### src/rtl/acpp_pkg.sv
// Shared types, character codes and helpers for the ASCII port command parser.
package acpp_pkg;

   // Number of ports that the command set can address.
   localparam int NUM_PORTS_DEF = 16;
   // Width of the reported port state.
   localparam int PORT_STATE_W = 16;
   // Stored bytes in a line before it counts as overlong.
   localparam int LINE_MAX = 8;
   // Characters of a well-formed command line, not counting the newline.
   localparam int CMD_CHARS = 6;
   // Depth of the queues between the parts of the block.
   localparam int QUEUE_DEPTH = 2;

   // Character codes.
   localparam logic [7:0] CH_LF    = 8'h0A;
   localparam logic [7:0] CH_CR    = 8'h0D;
   localparam logic [7:0] CH_HASH  = 8'h23;
   localparam logic [7:0] CH_ZERO  = 8'h30;
   localparam logic [7:0] CH_NINE  = 8'h39;
   localparam logic [7:0] CH_FOUR  = 8'h34;
   localparam logic [7:0] CH_UA    = 8'h41;
   localparam logic [7:0] CH_UE    = 8'h45;
   localparam logic [7:0] CH_UF    = 8'h46;
   localparam logic [7:0] CH_UI    = 8'h49;
   localparam logic [7:0] CH_UO    = 8'h4F;
   localparam logic [7:0] CH_UR    = 8'h52;
   localparam logic [7:0] CH_US    = 8'h53;
   localparam logic [7:0] CH_UT    = 8'h54;
   localparam logic [7:0] CH_LA    = 8'h61;
   localparam logic [7:0] CH_LF_HEX = 8'h66;
   // Offsets that turn letter codes into hex digit values.
   localparam logic [7:0] HEX_UPPER_OFS = 8'h37;
   localparam logic [7:0] HEX_LOWER_OFS = 8'h57;

   // Status codes of a result.
   typedef enum logic [2:0] {
      ST_OK      = 3'd0,
      ST_BADMSG  = 3'd1,
      ST_BADCMD  = 3'd2,
      ST_BADPORT = 3'd3,
      ST_BADSUM  = 3'd4
   } status_type;

   // A finished line handed from the front part to the back part.
   typedef struct packed {
      logic                     is_line;   // exactly six characters and a newline
      logic [CMD_CHARS-1:0][7:0] chars;    // characters in order, index 0 first
      logic [7:0]               head_sum;  // byte sum of the first four characters
   } line_item_type;

   // One result transaction.
   typedef struct packed {
      status_type              status;
      logic [PORT_STATE_W-1:0] port_state;
      logic                    blanked;
   } result_type;

   // Hex digit decode: bit 4 is the valid flag, bits 3:0 the value.
   function automatic logic [4:0] hex_digit(input logic [7:0] c);
      logic [7:0] diff;
      logic [4:0] res;
      diff = 8'h00;
      res  = 5'h00;
      if (c inside {[CH_ZERO:CH_NINE]}) begin
         diff = c - CH_ZERO;
         res  = {1'b1, diff[3:0]};
      end else if (c inside {[CH_UA:CH_UF]}) begin
         diff = c - HEX_UPPER_OFS;
         res  = {1'b1, diff[3:0]};
      end else if (c inside {[CH_LA:CH_LF_HEX]}) begin
         diff = c - HEX_LOWER_OFS;
         res  = {1'b1, diff[3:0]};
      end
      return res;
   endfunction

endpackage

### src/rtl/acpp_fifo.sv
// Small synchronous queue used between the parts of the parser.
module acpp_fifo #(
   parameter int WIDTH = 8,
   parameter int DEPTH = 2
) (
   input  logic             clock,
   input  logic             reset,
   input  logic             push,
   input  logic [WIDTH-1:0] push_data,
   output logic             full,
   input  logic             pop,
   output logic             empty,
   output logic [WIDTH-1:0] pop_data
);
   localparam int PTR_W = (DEPTH > 1) ? $clog2(DEPTH) : 1;
   localparam int CNT_W = $clog2(DEPTH + 1);

   logic [WIDTH-1:0] mem_ff [DEPTH];
   logic [PTR_W-1:0] wr_ptr_ff, wr_ptr_in;
   logic [PTR_W-1:0] rd_ptr_ff, rd_ptr_in;
   logic [CNT_W-1:0] count_ff, count_in;
   logic             do_push, do_pop;

   // Handshake qualification and status flags.
   assign empty    = (count_ff == '0);
   assign full     = (count_ff == CNT_W'(DEPTH));
   assign do_push  = push && !full;
   assign do_pop   = pop && !empty;
   assign pop_data = mem_ff[rd_ptr_ff];

   // Pointer and occupancy updates.
   always_comb begin
      wr_ptr_in = wr_ptr_ff;
      rd_ptr_in = rd_ptr_ff;
      count_in  = count_ff;
      if (do_push) begin
         wr_ptr_in = (wr_ptr_ff == PTR_W'(DEPTH - 1)) ? '0 : wr_ptr_ff + 1'b1;
      end
      if (do_pop) begin
         rd_ptr_in = (rd_ptr_ff == PTR_W'(DEPTH - 1)) ? '0 : rd_ptr_ff + 1'b1;
      end
      case ({do_push, do_pop})
         2'b10:   count_in = count_ff + 1'b1;
         2'b01:   count_in = count_ff - 1'b1;
         default: count_in = count_ff;
      endcase
   end

   // Control registers.
   always_ff @(posedge clock) begin
      if (reset) begin
         wr_ptr_ff <= '0;
         rd_ptr_ff <= '0;
         count_ff  <= '0;
      end else begin
         wr_ptr_ff <= wr_ptr_in;
         rd_ptr_ff <= rd_ptr_in;
         count_ff  <= count_in;
      end
   end

   // Entry storage; needs no reset since empty entries are never shown.
   always_ff @(posedge clock) begin
      if (do_push) begin
         mem_ff[wr_ptr_ff] <= push_data;
      end
   end

   // The producer of this queue must respect full.
   a_no_push_when_full: assert property (@(posedge clock) disable iff (reset)
      !(push && full))
      else $error("push while queue is full");

   // Occupancy never exceeds the depth.
   a_count_bound: assert property (@(posedge clock) disable iff (reset)
      count_ff <= CNT_W'(DEPTH))
      else $error("queue occupancy out of range");

endmodule

### src/rtl/acpp_front.sv
// Front part: assembles received bytes into lines and hands finished lines on.
module acpp_front (
   input  logic                   clock,
   input  logic                   reset,
   input  logic                   byte_valid,
   input  logic [7:0]             rx_byte,
   output logic                   item_push,
   output acpp_pkg::line_item_type item
);
   import acpp_pkg::*;

   logic [3:0]                len_ff, len_in;
   logic                      discard_ff, discard_in;
   logic [CMD_CHARS-1:0][7:0] chars_ff;
   logic [7:0]                sum_ff;
   logic                      store_byte;
   logic                      is_lf;

   assign is_lf      = (rx_byte == CH_LF);
   assign store_byte = byte_valid && !discard_ff && (rx_byte != CH_CR);

   // Line assembly: count stored bytes, end lines and enter discard mode.
   always_comb begin
      len_in     = len_ff;
      discard_in = discard_ff;
      item_push  = 1'b0;
      if (byte_valid && discard_ff) begin
         if (is_lf) begin
            discard_in = 1'b0;
         end
      end else if (store_byte) begin
         if (is_lf) begin
            len_in    = 4'd0;
            // A line that filled all stored places is dropped without a result.
            item_push = (len_ff < 4'(LINE_MAX - 1));
         end else if (len_ff == 4'(LINE_MAX - 1)) begin
            len_in     = 4'd0;
            discard_in = 1'b1;
         end else begin
            len_in = len_ff + 4'd1;
         end
      end
   end

   // The handed-on line uses the stored characters and running sum.
   always_comb begin
      item.is_line  = (len_ff == 4'(CMD_CHARS));
      item.chars    = chars_ff;
      item.head_sum = sum_ff;
   end

   // Control state.
   always_ff @(posedge clock) begin
      if (reset) begin
         len_ff     <= 4'd0;
         discard_ff <= 1'b0;
      end else begin
         len_ff     <= len_in;
         discard_ff <= discard_in;
      end
   end

   // Character storage and the checksum's running sum over the first four bytes.
   always_ff @(posedge clock) begin
      if (store_byte) begin
         if (len_ff < 4'(CMD_CHARS)) begin
            chars_ff[len_ff[2:0]] <= rx_byte;
         end
         if (len_ff == 4'd0) begin
            sum_ff <= rx_byte;
         end else if (len_ff < 4'd4) begin
            sum_ff <= sum_ff + rx_byte;
         end
      end
   end

   // Discard mode always starts from an empty line.
   a_discard_len: assert property (@(posedge clock) disable iff (reset)
      discard_ff |-> (len_ff == 4'd0))
      else $error("line length nonzero in discard mode");

endmodule

### src/rtl/acpp_back.sv
// Back part: checks each finished line and updates the port state.
module acpp_back #(
   parameter int NUM_PORTS = acpp_pkg::NUM_PORTS_DEF
) (
   input  logic                    clock,
   input  logic                    reset,
   input  logic                    item_valid,
   input  acpp_pkg::line_item_type item,
   output logic                    item_take,
   input  logic                    result_full,
   output logic                    result_push,
   output acpp_pkg::result_type    result
);
   import acpp_pkg::*;

   logic [NUM_PORTS-1:0] ports_ff, ports_in;
   status_type           status;
   logic                 blank;
   logic [4:0]           port_hi, port_lo, ck_hi, ck_lo;
   logic [7:0]           port_val, ck_val, total;
   logic                 port_ok;
   logic [NUM_PORTS-1:0] port_mask;

   assign item_take   = item_valid && !result_full;
   assign result_push = item_take;

   // Field decode of the line.
   always_comb begin
      port_hi   = hex_digit(item.chars[1]);
      port_lo   = hex_digit(item.chars[2]);
      ck_hi     = hex_digit(item.chars[4]);
      ck_lo     = hex_digit(item.chars[5]);
      port_val  = {port_hi[3:0], port_lo[3:0]};
      ck_val    = {ck_hi[3:0], ck_lo[3:0]};
      total     = item.head_sum + ck_val;
      port_ok   = port_hi[4] && port_lo[4] && (port_val < 8'(NUM_PORTS));
      port_mask = NUM_PORTS'(1) << port_val[3:0];
   end

   // Checks in their fixed order, then the port update.
   always_comb begin
      status   = ST_OK;
      blank    = 1'b0;
      ports_in = ports_ff;
      if (!item.is_line) begin
         status = ST_BADMSG;
      end else if (item.chars[0] == CH_UR) begin
         if (item.chars[1] != CH_US || item.chars[2] != CH_UT ||
             item.chars[3] != CH_HASH) begin
            status = ST_BADCMD;
         end else if (item.chars[4] != CH_UE || item.chars[5] != CH_FOUR) begin
            status = ST_BADSUM;
         end else begin
            ports_in = '0;
            blank    = 1'b1;
         end
      end else if (item.chars[0] != CH_UI && item.chars[0] != CH_UO) begin
         status = ST_BADCMD;
      end else if (!port_ok) begin
         status = ST_BADPORT;
      end else if (item.chars[3] != CH_HASH) begin
         status = ST_BADMSG;
      end else if (!ck_hi[4] || !ck_lo[4]) begin
         status = ST_BADMSG;
      end else if (total != 8'h00) begin
         status = ST_BADSUM;
      end else if (item.chars[0] == CH_UI) begin
         ports_in = ports_ff | port_mask;
      end else begin
         ports_in = ports_ff & ~port_mask;
      end
   end

   // Result transaction.
   always_comb begin
      result.status     = status;
      result.port_state = PORT_STATE_W'(ports_in);
      result.blanked    = blank;
   end

   // Port state register.
   always_ff @(posedge clock) begin
      if (reset) begin
         ports_ff <= '0;
      end else if (item_take) begin
         ports_ff <= ports_in;
      end
   end

   // A blanking result reports success and all ports off.
   a_blank_clears: assert property (@(posedge clock) disable iff (reset)
      (result_push && result.blanked) |->
         (result.status == ST_OK && result.port_state == '0))
      else $error("blanking result with ports on or bad status");

   // A rejected line leaves the ports alone.
   a_reject_keeps: assert property (@(posedge clock) disable iff (reset)
      (item_take && status != ST_OK) |=> (ports_ff == $past(ports_ff)))
      else $error("ports changed by a rejected line");

endmodule

### src/rtl/ascii_port_command_parser.sv
// Top level of the ASCII port command parser.
// Bytes enter through a push/full queue interface, one transaction per cycle
// while full is low. Each line of six characters plus newline gives one status
// transaction on the empty/pop side: "IPP#CC" sets port PP, "OPP#CC" clears it,
// and "RST#E4" clears all ports with blanked set. Carriage returns are ignored,
// shorter lines report a bad message, lines that fill all eight stored places
// are dropped, and longer ones are discarded through the next newline. A
// finished line enters a two-entry queue at the edge that accepts its newline;
// once it heads that queue and the result queue has room, the checker that owns
// the port state takes it and pushes its result into the result queue. full
// rises only when both internal queues are backed up by an unread result queue.
module ascii_port_command_parser #(
   parameter int NUM_PORTS = acpp_pkg::NUM_PORTS_DEF
) (
   input  logic        clock,
   input  logic        reset,
   input  logic        push,
   output logic        full,
   input  logic [7:0]  req_rx_byte,
   output logic        empty,
   input  logic        pop,
   output logic [2:0]  rsp_status,
   output logic [15:0] rsp_port_state,
   output logic        rsp_blanked
);
   import acpp_pkg::*;

   localparam int ITEM_W   = $bits(line_item_type);
   localparam int RESULT_W = $bits(result_type);

   logic          byte_valid;
   logic          line_push, line_empty, line_take;
   line_item_type line_in, line_out;
   logic          res_push, res_full;
   result_type    res_in, res_out;

   assign byte_valid = push && !full;

   // Line assembly.
   acpp_front u_front (
      .clock      (clock),
      .reset      (reset),
      .byte_valid (byte_valid),
      .rx_byte    (req_rx_byte),
      .item_push  (line_push),
      .item       (line_in)
   );

   // Queue of finished lines.
   acpp_fifo #(
      .WIDTH (ITEM_W),
      .DEPTH (QUEUE_DEPTH)
   ) u_line_q (
      .clock     (clock),
      .reset     (reset),
      .push      (line_push),
      .push_data (line_in),
      .full      (full),
      .pop       (line_take),
      .empty     (line_empty),
      .pop_data  (line_out)
   );

   // Line checks and port state.
   acpp_back #(
      .NUM_PORTS (NUM_PORTS)
   ) u_back (
      .clock       (clock),
      .reset       (reset),
      .item_valid  (!line_empty),
      .item        (line_out),
      .item_take   (line_take),
      .result_full (res_full),
      .result_push (res_push),
      .result      (res_in)
   );

   // Result queue facing the consumer.
   acpp_fifo #(
      .WIDTH (RESULT_W),
      .DEPTH (QUEUE_DEPTH)
   ) u_result_q (
      .clock     (clock),
      .reset     (reset),
      .push      (res_push),
      .push_data (res_in),
      .full      (res_full),
      .pop       (pop),
      .empty     (empty),
      .pop_data  (res_out)
   );

   assign rsp_status     = res_out.status;
   assign rsp_port_state = res_out.port_state;
   assign rsp_blanked    = res_out.blanked;

endmodule

### config.mk
export PLATFORM = sky130hd
export DESIGN_NAME = ascii_port_command_parser
export DESIGN_NICKNAME = d
export VERILOG_FILES = /design/src/rtl/acpp_pkg.sv /design/src/rtl/acpp_fifo.sv /design/src/rtl/acpp_front.sv /design/src/rtl/acpp_back.sv /design/src/rtl/ascii_port_command_parser.sv
export SDC_FILE = /design/constraint.sdc
export NUM_CORES = 1
export LEC_CHECK = 0
export BUFFER_PORTS_ARGS = -buffer_cell sky130_fd_sc_hd__buf_2
export CORE_MARGIN = 3
export CORE_UTILIZATION = 62
export CTS_CLUSTER_DIAMETER = 150
export DETAILED_ROUTE_END_ITERATION = 12
export PLACE_DENSITY = 0.87
export SETUP_SLACK_MARGIN = 0.15
export SYNTH_ARGS = -nofsm -noshare
export SYNTH_HDL_FRONTEND = slang
export SYNTH_SLANG_ARGS = --single-unit
### constraint.sdc
create_clock -name clock -period 6.62 [get_ports clock]
set_clock_uncertainty 0.1 [all_clocks]
set_input_delay 0.662 -clock clock [delete_from_list [all_inputs] [get_ports clock]]
set_output_delay 0.662 -clock clock [all_outputs]
set_load 0.005 [all_outputs]
==> results.toml, run 1 <==
[detailed_routing]
ant_nets = 0
via_count = 7457
drt_first_pass_iters = 8
drc = 0
finalWirelength_mm = 24.01
wl_per_cell_microns = 20.84
drt_iter0_drc = 785
vias_per_cell = 6.473

[worst_setup_path]
reg2reg_slack_ps = 1340
path_class = "register to register"
crit_top_cell = "ha_1"
slowest_delay_ps = 590
cp_cell_sequence = "buf_4 > mux2i_1 > inv_1 > ha_1 > o41ai_1 > a211oi_1 > nand2_1 > o21ai_0 > ha_1 > or2_2 > o22ai_1 > xor2_1 > nand3_1 > or3_1 > nor4_1 > a221o_1"
cp_data_arrival_time_ps = 5550
crit_buf_inv = 2
required_ps = 6880
r2r_cells = 16
end_kind = "register"
cp-start-kind = "register"
worst-path-max-fanout = 39
crit_slowest_cell = "or3_1"
cp.depth = 16
crit_family = "simple AND/OR/NAND/NOR gates"

[clock_tree]
cts_root_buf = "clkbuf_16"
clk_pin_slew_worst_paths_ps = 60
numCtsBuffers = 24
cts-htree-levels = 1
cts_sinks = 241
cts_tree = "yes"
clk_path_buf_depth = 3
ctsHoldBuffers = 0
cts_resized = 0
post-cts-setup-buffers = 0
insertion_delay_ps = 520

[synth]
synth_cells = 869
ys_types = 79
synth_common_cells = "edfxtp_1 (210), nand2_1 (71), nor2_1 (54)"
yosysTopAreaCellShare_pct = 56.49
yosys-top-cells-area = "edfxtp_1 (56%), dfxtp_1 (5.6%), ha_1 (3.8%), mux2_2 (3.3%), nand2_1 (2.4%)"
yosysWarnings = 0
ys_seq_elements = 241
avgSynthCellArea_sq_um = 12.85
yosysMostFrequentCell = "edfxtp_1"
synth_ff_type = "edfxtp_1"
synth-edff-count = 210
yosysSeqAreaShare_pct = 62.05
syn_area_sq_um = 11160
synth-async-reset-ratio_pct = 0
synth_nets = 917
synth_area_leader_cell = "edfxtp_1"

[timing]
period_share_pct = 79.82
fmax_mhz = 189.2
fin_crit_ps = 5284
rsz0062_at_grt = "false"
worst_slack_ps = 1336
tightest_slew_ps = 1250
final-setup-viol-count = 0
fin_setup_tns_ps = 0
slew_headroom_pct = 16.03
hold_violations = 0
timing.hold.ws_ps = 345.5
maxSlewViolCount = 0

[global_route]
overflow = 0
grt_util_all_layers_pct = 24.14
grt_pass1_vias = 7322
grt_max_degree = 40
antenna_found_initial = 0
grt_pass1_wl_mm = 38.10

[floorplan]
die_area_sq_um = 19650
io_pins = 34
initial_core_util_pct = 63.87
core_sq_um = 17480
die_y_microns = 140.2
num_rows = 48
fp.dieW_microns = 140.2

[place]
dp_slack_ps = 1487
routabilityCongestion = 0.9079
io_buffers = 33
dp_hpwl_mm = 15.77

[run_status]
status = "finished clean"

[layout]
drive_gt1_share_pct = 13.81
multi_input_area_sq_um = 3969
fin_nets = 957
diodes = 0
syn2layout_area_growth_pct = 10.35
seq_area_sq_um = 6928
fillers = 1099

[run]
max_cap_viol_count = 0

[power_and_ir_drop]
p_leak_uw = 0.004160
vdd.ir_drop.worst_uv = 321.6
p_per_area_nw_per_um2 = 322.0

[worst_hold_path]
hold_depth = 0
hold_class = "register to register"
-- worst reg2reg max path, cell delays in order (launching register included) --
cell	delay (ps)
dfxtp_2	400
buf_4	450
mux2i_1	460
inv_1	140
ha_1	230
o41ai_1	460
a211oi_1	220
nand2_1	110
o21ai_0	80
ha_1	230
or2_2	300
o22ai_1	180
xor2_1	190
nand3_1	190
or3_1	600
nor4_1	530
a221o_1	270
-- metrics by stage --
stage                     cell area (sq um)  utilization [%]  cells  power, uW
after floorplan                       11160                -    869       2434
after global placement                11550            66.11   1108       2622
after detailed placement              11550            66.11   1108       2658
after CTS                             12320            70.48   1152       3976
after global routing                  12320            70.48   1152       4131
final                                 12320            70.48   1152       3966
-- placed cells by master, fill, tap and decap left out, drive strengths merged, types with 13 or more instances in the layout --
cell / synthesis / layout
a21o: 13 / 13
nor2: 54 / 54
mux2: 34 / 34
edfxtp: 210 / 210
nand3: 13 / 13
inv: 35 / 36
clkbuf: 12 / 34
o21ai: 23 / 23
mux2i: 19 / 19
buf: 17 / 43
a21oi: 50 / 50
nand2: 71 / 71
nor3: 29 / 29
dfxtp: 31 / 31
a221o: 19 / 19
nor4: 15 / 15
ha: 34 / 34
-- where the power goes --
group | internal (uW) | switching, uW | leakage [uW]
registers | 1760 | 53.9 | 0.00212
logic | 319 | 512 | 0.00167
clock network | 775 | 546 | 0.000370
total | 2850 | 1110 | 0.00416
-- path summary, 6_finish.rpt --
path                         start                 endpoint
setup / recovery          register  u_result_q.mem_ff[1][2]
hold / removal    u_front.item[22]   u_line_q.mem_ff[0][22]
setup reg to reg          register  u_result_q.mem_ff[1][2]
hold reg to reg   u_front.item[22]   u_line_q.mem_ff[0][22]
-- state kept, by name (all words and copies together) (netlist names), named ones only --
name	count
u_front.item	48
u_line_q.rd_ptr_ff	1
u_front.sum_ff	8
u_result_q.rd_ptr_ff	1
u_result_q.wr_ptr_ff	1
u_back.ports_ff	16
u_line_q.mem_ff	114
u_result_q.mem_ff	40
u_line_q.wr_ptr_ff	1
u_front.len_ff	4
u_line_q.count_ff	2
u_result_q.count_ff	2
u_front.discard_ff	1
-- routing by layer --
metal	up-vias	track usage, %	wire length [microns]
met1	3612	32.14	9718
met4	0	7.037	519
met3	53	3.380	1810
met5	-	0	0
li1	3425	-	-
met2	367	41.73	11960
-- cell type report --
| type | instances | area share [%] |
|---|---|---|
| repair buffers | 43 | 1.950 |
| inverters | 36 | 1.097 |
| multi-input cells | 563 | 32.22 |
| flip-flops and latches | 241 | 56.24 |
| well taps | 225 | 2.285 |
| clock buffers | 34 | 5.353 |
| clock inverters | 10 | 0.8532 |
-- logic make-up (layout without fill, tap and decap cells) --
group	count (synthesis)	in the layout	synth area share (%)
muxes	53	53	5.201
and+or+nand+nor	272	272	12.93
buffers and inverters	65	123	2.611
AOI/OAI and AO/OA	181	181	11.39
DFF	241	241	62.05
adders and majority gates	36	36	4.170
xor gates and xnor gates	21	21	1.648
(Power assumes the default switching activity.)
==> inputs of run 2 (changes only) <==
- ABC_AREA: unset -> 1
- CORE_UTILIZATION: 62 -> 56
- PLACE_DENSITY: 0.87 -> 0.84
- clock period: 6.62 -> 4.6 ns (I/O delays scaled with it)
==> run 2 against run 1 <==
Net effect:
- fmax increased by 24%
- power increased by 54%
- hold slack got worse by 200 ps
- setup slack lost 1000 ps
- largest cell class unchanged
- clock power up 48%
- critical path type unchanged
- highest routed layer unchanged
==> results.toml, run 2 <==
[worst_setup_path]
crit_slowest_cell = "fa_1"
required_ps = 4780
worst-path-max-fanout = 16
crit_family = "compound AO/OA/AOI/OAI gates"
slowest_delay_ps = 420
path_class = "register to register"
cp_cell_sequence = "buf_4 > o21ai_2 > ha_2 > nor2_1 > o21ai_0 > nand2_2 > inv_1 > nand2_1 > o21ai_0 > ha_2 > inv_1 > fa_1 > o21ai_1 > nand2_1 > a211oi_2 > nand4_1 > nor2_4 > buf_12 > nand3_1 > nand2_1 > nand3_1 > o21ai_2 > nand2_1"
timing.rr.end = "u_result_q.mem_ff[0][16]"
reg2reg_slack_ps = 330
crit_buf_inv = 4
r2r_cells = 23
crit_top_cell = "nand2_1"
end_kind = "register"
cp-start-kind = "register"
cp_data_arrival_time_ps = 4460

[timing]
tightest_slew_ps = 1174
period_share_pct = 92.93
timing.hold.ws_ps = 145.2
rsz0062_at_grt = "false"
fin_crit_ps = 4275
fmax_mhz = 233.9
maxSlewViolCount = 0
slew_headroom_pct = 21.11
fin_setup_tns_ps = 0
hold_violations = 0
final-setup-viol-count = 0

[global_route]
antenna_found_initial = 0
grt_pass1_wl_mm = 37.22
grt_pass1_vias = 7642
grt_max_degree = 35
overflow = 0
grt_util_all_layers_pct = 20.96

[worst_hold_path]
hold_class = "input pin to register"
hold_start = "reset"
hold_depth = 2
hold_path_end = "u_front.len_ff[1]"

[floorplan]
initial_core_util_pct = 57.66
die_y_microns = 148.5
fp.dieW_microns = 148.5
num_rows = 51
io_pins = 34
core_sq_um = 19720
die_area_sq_um = 22050

[clock_tree]
cts_tree = "yes"
cts_root_buf = "clkbuf_16"
cts_sinks = 241
insertion_delay_ps = 540
numCtsBuffers = 25
clk_path_buf_depth = 3
clk_pin_slew_worst_paths_ps = 60
cts-htree-levels = 1

[layout]
layout_commonest_cell = "nand2_1"
drive_gt1_share_pct = 14.86
layout_common_cells = "nand2_1 (262), edfxtp_1 (210), inv_1 (126), nor2_1 (76), nand3_1 (64)"
largest_register_ff_count = 114
largest-register = "u_line_q.mem_ff"
final_area_sq_um = 12800
diodes = 0
syn2layout_area_growth_pct = 12.60
fin_nets = 1200

[detailed_routing]
drt_first_pass_iters = 8
ant_nets = 0
finalWirelength_mm = 23.95
wl_per_cell_microns = 16.68
drc = 0
drt_iter0_drc = 766
via_count = 8027
vias_per_cell = 5.590

[run_status]
status = "finished clean"

[power_and_ir_drop]
p_per_area_nw_per_um2 = 476.2
finalPower_uw = 6096
vdd.ir_drop.worst_uv = 368.2
p_leak_uw = 0.005163

[synth]
synth_ff_type = "edfxtp_1"
syn_area_sq_um = 11370
synth_cells = 1097
yosysSeqAreaShare_pct = 60.93
ys_seq_elements = 241
yosys-top-cells-area = "edfxtp_1 (55%), nand2_1 (8.7%), dfxtp_1 (5.5%), inv_1 (4.2%), ha_1 (3.7%)"
avgSynthCellArea_sq_um = 10.36
ys_types = 48
synth_common_cells = "nand2_1 (264), edfxtp_1 (210), inv_1 (127)"
synth_area_leader_cell = "edfxtp_1"
synth-edff-count = 210
yosysTopAreaCellShare_pct = 55.47
yosysWarnings = 0
yosysMostFrequentCell = "nand2_1"
synth_nets = 1145
synth-async-reset-ratio_pct = 0

[run]
max_cap_viol_count = 0

[place]
place_area_sq_um = 11810
routabilityCongestion = 0.8879
dp_hpwl_mm = 15.35
io_buffers = 33
## run 2: changes by cell type in the layout (fill, tap and decap cells not counted), moves of 13 or more
| cell | delta |
|---|---|
| mux2_2 | -13 |
| inv_1 | +92 |
| nand3_1 | +51 |
| a21o_1 | -13 |
| o21ai_0 | +21 |
| nor3_1 | -16 |
| nand4_1 | +19 |
| nand2_2 | +13 |
| nand2_1 | +191 |
| a221o_1 | -19 |
| mux2i_1 | -14 |
| nor2_1 | +24 |
## run 2: cell families (layout without fill, tap and decap cells)
logic type / Yosys count / after routing / synth area share, %
flip-flops: 241 / 241 / 60.93
AND/OR/NAND/NOR: 497 / 497 / 19.61
buffers and inverters: 166 / 240 / 6.350
XOR/XNOR: 7 / 7 / 0.5393
multiplexers: 24 / 24 / 2.333
adder cells (fa/ha/maj): 36 / 36 / 4.094
AO/OA/AOI/OAI: 126 / 126 / 6.141
## run 2: power by group
part | internal [uW] | total, uW | switching [uW]
Sequential | 2580 | 2680 | 105
Clock | 1110 | 1950 | 847
Combinational | 504 | 1460 | 955
## run 2: per-layer routing
| layer | part of all wire [%] | global-route usage (%) | vias to the layer above | routed length, microns |
|---|---|---|---|---|
| li1 | - | - | 3850 | - |
| met4 | 3.3 | 6.790 | 0 | 787 |
| met5 | 0 | 0 | - | 0 |
| met3 | 6.8 | 3.382 | 67 | 1624 |
| met2 | 49 | 36.64 | 331 | 11820 |
| met1 | 41 | 26.86 | 3779 | 9713 |
## run 2: final cells by class
class | instances | area (sq um)
clock buffers | 34 | 679.4
multi-input cells | 690 | 3806
well taps | 265 | 331.6
repair buffers | 59 | 412.9
flip-flops and latches | 241 | 6930
inverters | 134 | 518.0
fillers | 1417 | 6917
repair inverters | 1 | 8.758
clock inverters | 12 | 113.9
## run 2: stage by stage
stage	worst slack, ps	cells	util [%]
after floorplan	455.6	1097	-
after global placement	358.9	1377	59.87
after detailed placement	151.4	1377	59.87
after CTS	161.6	1423	63.91
after global routing	68.94	1436	64.92
final	325.4	1436	64.92
## run 2: how the worst max path moves through the flow
stage,end,slack [ps],cells past startpoint,startpoint
after global placement,u_result_q.mem_ff[0][3],360,27,register
after global routing,u_result_q.mem_ff[1][3],70,23,register
after detailed placement,u_result_q.mem_ff[0][16],150,27,register
final,u_result_q.mem_ff[0][16],330,23,register
after CTS,u_result_q.mem_ff[0][16],160,27,register
after floorplan,u_line_q.mem_ff[1][0],460,5,req_rx_byte[5]
## run 2: repair_timing
action / 4_1_cts / 5_1_grt
endpoints found under the setup margin: 40 / 50
resized for setup: 1 / 24
buffers inserted: 0 / 11
cloned: 0 / 2
hold buffers: 0 / 0
pin swaps: 0 / 8
==> inputs of run 3 (changes only) <==
- CORE_MARGIN: 3 -> 4
==> run 3 against run 2 <==
Net effect:
- critical path type unchanged
- cell area up 0.52%
- count of clock-buffer cells in the layout decreased by 9
- critical endpoint is now u_result_q.mem_ff[1][11]
- power increased by 2.0%
- clock power grew 4%
- sequential share of layout area shrank 0.28 points
- fmax down 2.7%
- sequential cell count stayed put
- critical path depth increased by 1
- via count is 2.0% higher
- setup slack lost 120 ps
==> results.toml, run 3 (synthesized netlist as in run 2, its figures left out) <==
[floorplan]
initial_core_util_pct = 57.66
fp.dieW_microns = 150.5
die_area_sq_um = 22640
die_y_microns = 150.5
core_sq_um = 19720
io_pins = 34
num_rows = 51

[detailed_routing]
ant_nets = 0
vias_per_cell = 5.703
finalWirelength_mm = 25.27
wl_per_cell_microns = 17.61
drt_first_pass_iters = 6
drt_iter0_drc = 834
drc = 0
via_count = 8184

[timing]
fmax_mhz = 227.7
slew_headroom_pct = 19.60
final-setup-viol-count = 0
period_share_pct = 95.47
fin_setup_tns_ps = 0
fin_crit_ps = 4392
hold_violations = 0
tightest_slew_ps = 1197
maxSlewViolCount = 0
timing.hold.ws_ps = 121.9

[global_route]
grt_pass1_vias = 7803
antenna_found_initial = 0
grt_util_all_layers_pct = 21.31
grt_pass1_wl_mm = 38.36
grt_max_degree = 59
overflow = 0

[clock_tree]
cts_root_buf = "clkbuf_16"
cts_sinks = 241
clk_pin_slew_worst_paths_ps = 60
cts_tree = "yes"
cts-htree-levels = 1
insertion_delay_ps = 540
clk_path_buf_depth = 3
numCtsBuffers = 24

[worst_setup_path]
cp_cell_sequence = "buf_4 > nand2_1 > o21ai_4 > ha_2 > nor2_1 > o21ai_1 > nand2_2 > inv_1 > a21oi_1 > o21ai_0 > inv_1 > ha_2 > a21oi_2 > o21ai_2 > or2_2 > a211oi_2 > nand4_1 > nor2_4 > clkbuf_16 > nand4_1 > nand3_1 > nand2_1 > nand2_1 > inv_1"
slowest_delay_ps = 440
crit_family = "simple AND/OR/NAND/NOR gates"
crit_slowest_cell = "dfxtp_4"
worst-path-max-fanout = 8
crit_buf_inv = 5
required_ps = 4770
cp-start-kind = "register"
path_class = "register to register"
end_kind = "register"
cp_data_arrival_time_ps = 4560

[power_and_ir_drop]
power.share.clock_pct = 32.7
p_leak_uw = 0.005199
vdd.ir_drop.worst_uv = 310.6
swShare_pct = 31.14
power_switching_uw = 1936
p_per_area_nw_per_um2 = 483.3
internal-power_uw = 4282
combPwrFrac_pct = 24.1
seqPwrFrac_pct = 43.2

[place]
routabilityCongestion = 0.8917
dp_hpwl_mm = 15.36
io_buffers = 33
placedCellCount = 1379

[layout]
diodes = 0
instances_no_fill = 1435
fin_nets = 1200
largest-register = "u_line_q.mem_ff"
largest_register_ff_count = 114
drive_gt1_share_pct = 15.38
layout_commonest_cell = "nand2_1"
layout_common_cells = "nand2_1 (262), edfxtp_1 (210), inv_1 (127), nor2_1 (76), nand3_1 (64)"
syn2layout_area_growth_pct = 13.18
fillers = 1339

[worst_hold_path]
hold_class = "input pin to register"

[run_status]
status = "finished clean"

[run]
max_cap_viol_count = 0
-- run 3: cell types whose count changed in the layout (fill, tap and decap cells not counted), moves of 3 or more --
cell / delta
clkbuf_1: -6
clkinv_2: +4
bufinv_16: +3
o21ai_0: -3
-- run 3: area by class of cell --
| class | count | area [sq um] | area share [%] |
|---|---|---|---|
| flip-flops and latches | 241 | 6930 | 53.86 |
| clock inverters | 19 | 229.0 | 1.779 |
| inverters | 134 | 518.0 | 4.026 |
| repair buffers | 60 | 429.2 | 3.335 |
| multi-input cells | 690 | 3816 | 29.66 |
| repair inverters | 1 | 8.758 | 0.06807 |
| well taps | 265 | 331.6 | 2.577 |
| clock buffers | 25 | 604.3 | 4.697 |
-- run 3: worst paths after layout --
check / cells after the start / from / end / slack (ps)
max: 24 / register / u_result_q.mem_ff[1][11] / 210
min: 2 / reset / u_front.len_ff[1] / 120
max reg2reg: 24 / register / u_result_q.mem_ff[1][11] / 210
min reg2reg: 0 / u_front.item[39] / u_line_q.mem_ff[1][39] / 340
-- run 3: worst reg2reg max path, cell delays in order (launching register included) --
cell       delay, ps
dfxtp_4          440
buf_4            160
nand2_1           90
o21ai_4          100
ha_2             230
nor2_1            60
o21ai_1          210
nand2_2          120
inv_1            110
a21oi_1           50
o21ai_0          160
inv_1             70
ha_2             300
a21oi_2          220
o21ai_2          110
or2_2            290
a211oi_2         230
nand4_1          210
nor2_4           250
clkbuf_16        200
nand4_1           70
nand3_1          110
nand2_1           50
nand2_1          100
inv_1             80
-- run 3: timing repair --
item / 4_1_cts / 5_1_grt
setup endpoints to repair: 48 / 50
hold buffers: 0 / 0
pin swaps: 0 / 9
gates cloned: 0 / 3
resized for setup: 4 / 29
buffers inserted: 0 / 9
-- run 3: metal layers --
layer  vias up  GRT usage [%]  wire, microns
met3        72          3.281           1701
met2       347          37.36          12910
li1       3861              -              -
met1      3904          27.31           9855
met4         0          6.725            804
met5         -              0              0
-- run 3: power by group through the flow --
stage / combinational (uW) / sequential, uW / clock (uW)
2_1_floorplan: 1060 / 2680 / 0
3_3_place_gp: 1270 / 2720 / 0
3_5_place_dp: 1340 / 2730 / 0
4_1_cts: 1370 / 2690 / 2050
5_1_grt: 1680 / 2700 / 2160
6_report: 1500 / 2690 / 2030
-- run 3: through the flow --
step	worst slack [ps]	total power (uW)	util [%]	instance area, sq um
global route	-38.18	6535	65.26	12870
detailed placement	233.4	4068	59.83	11800
floorplan	455.6	3738	-	11370
CTS	185.6	6106	64.13	12650
finish	208.2	6218	65.26	12870
global placement	406.6	3987	59.83	11800
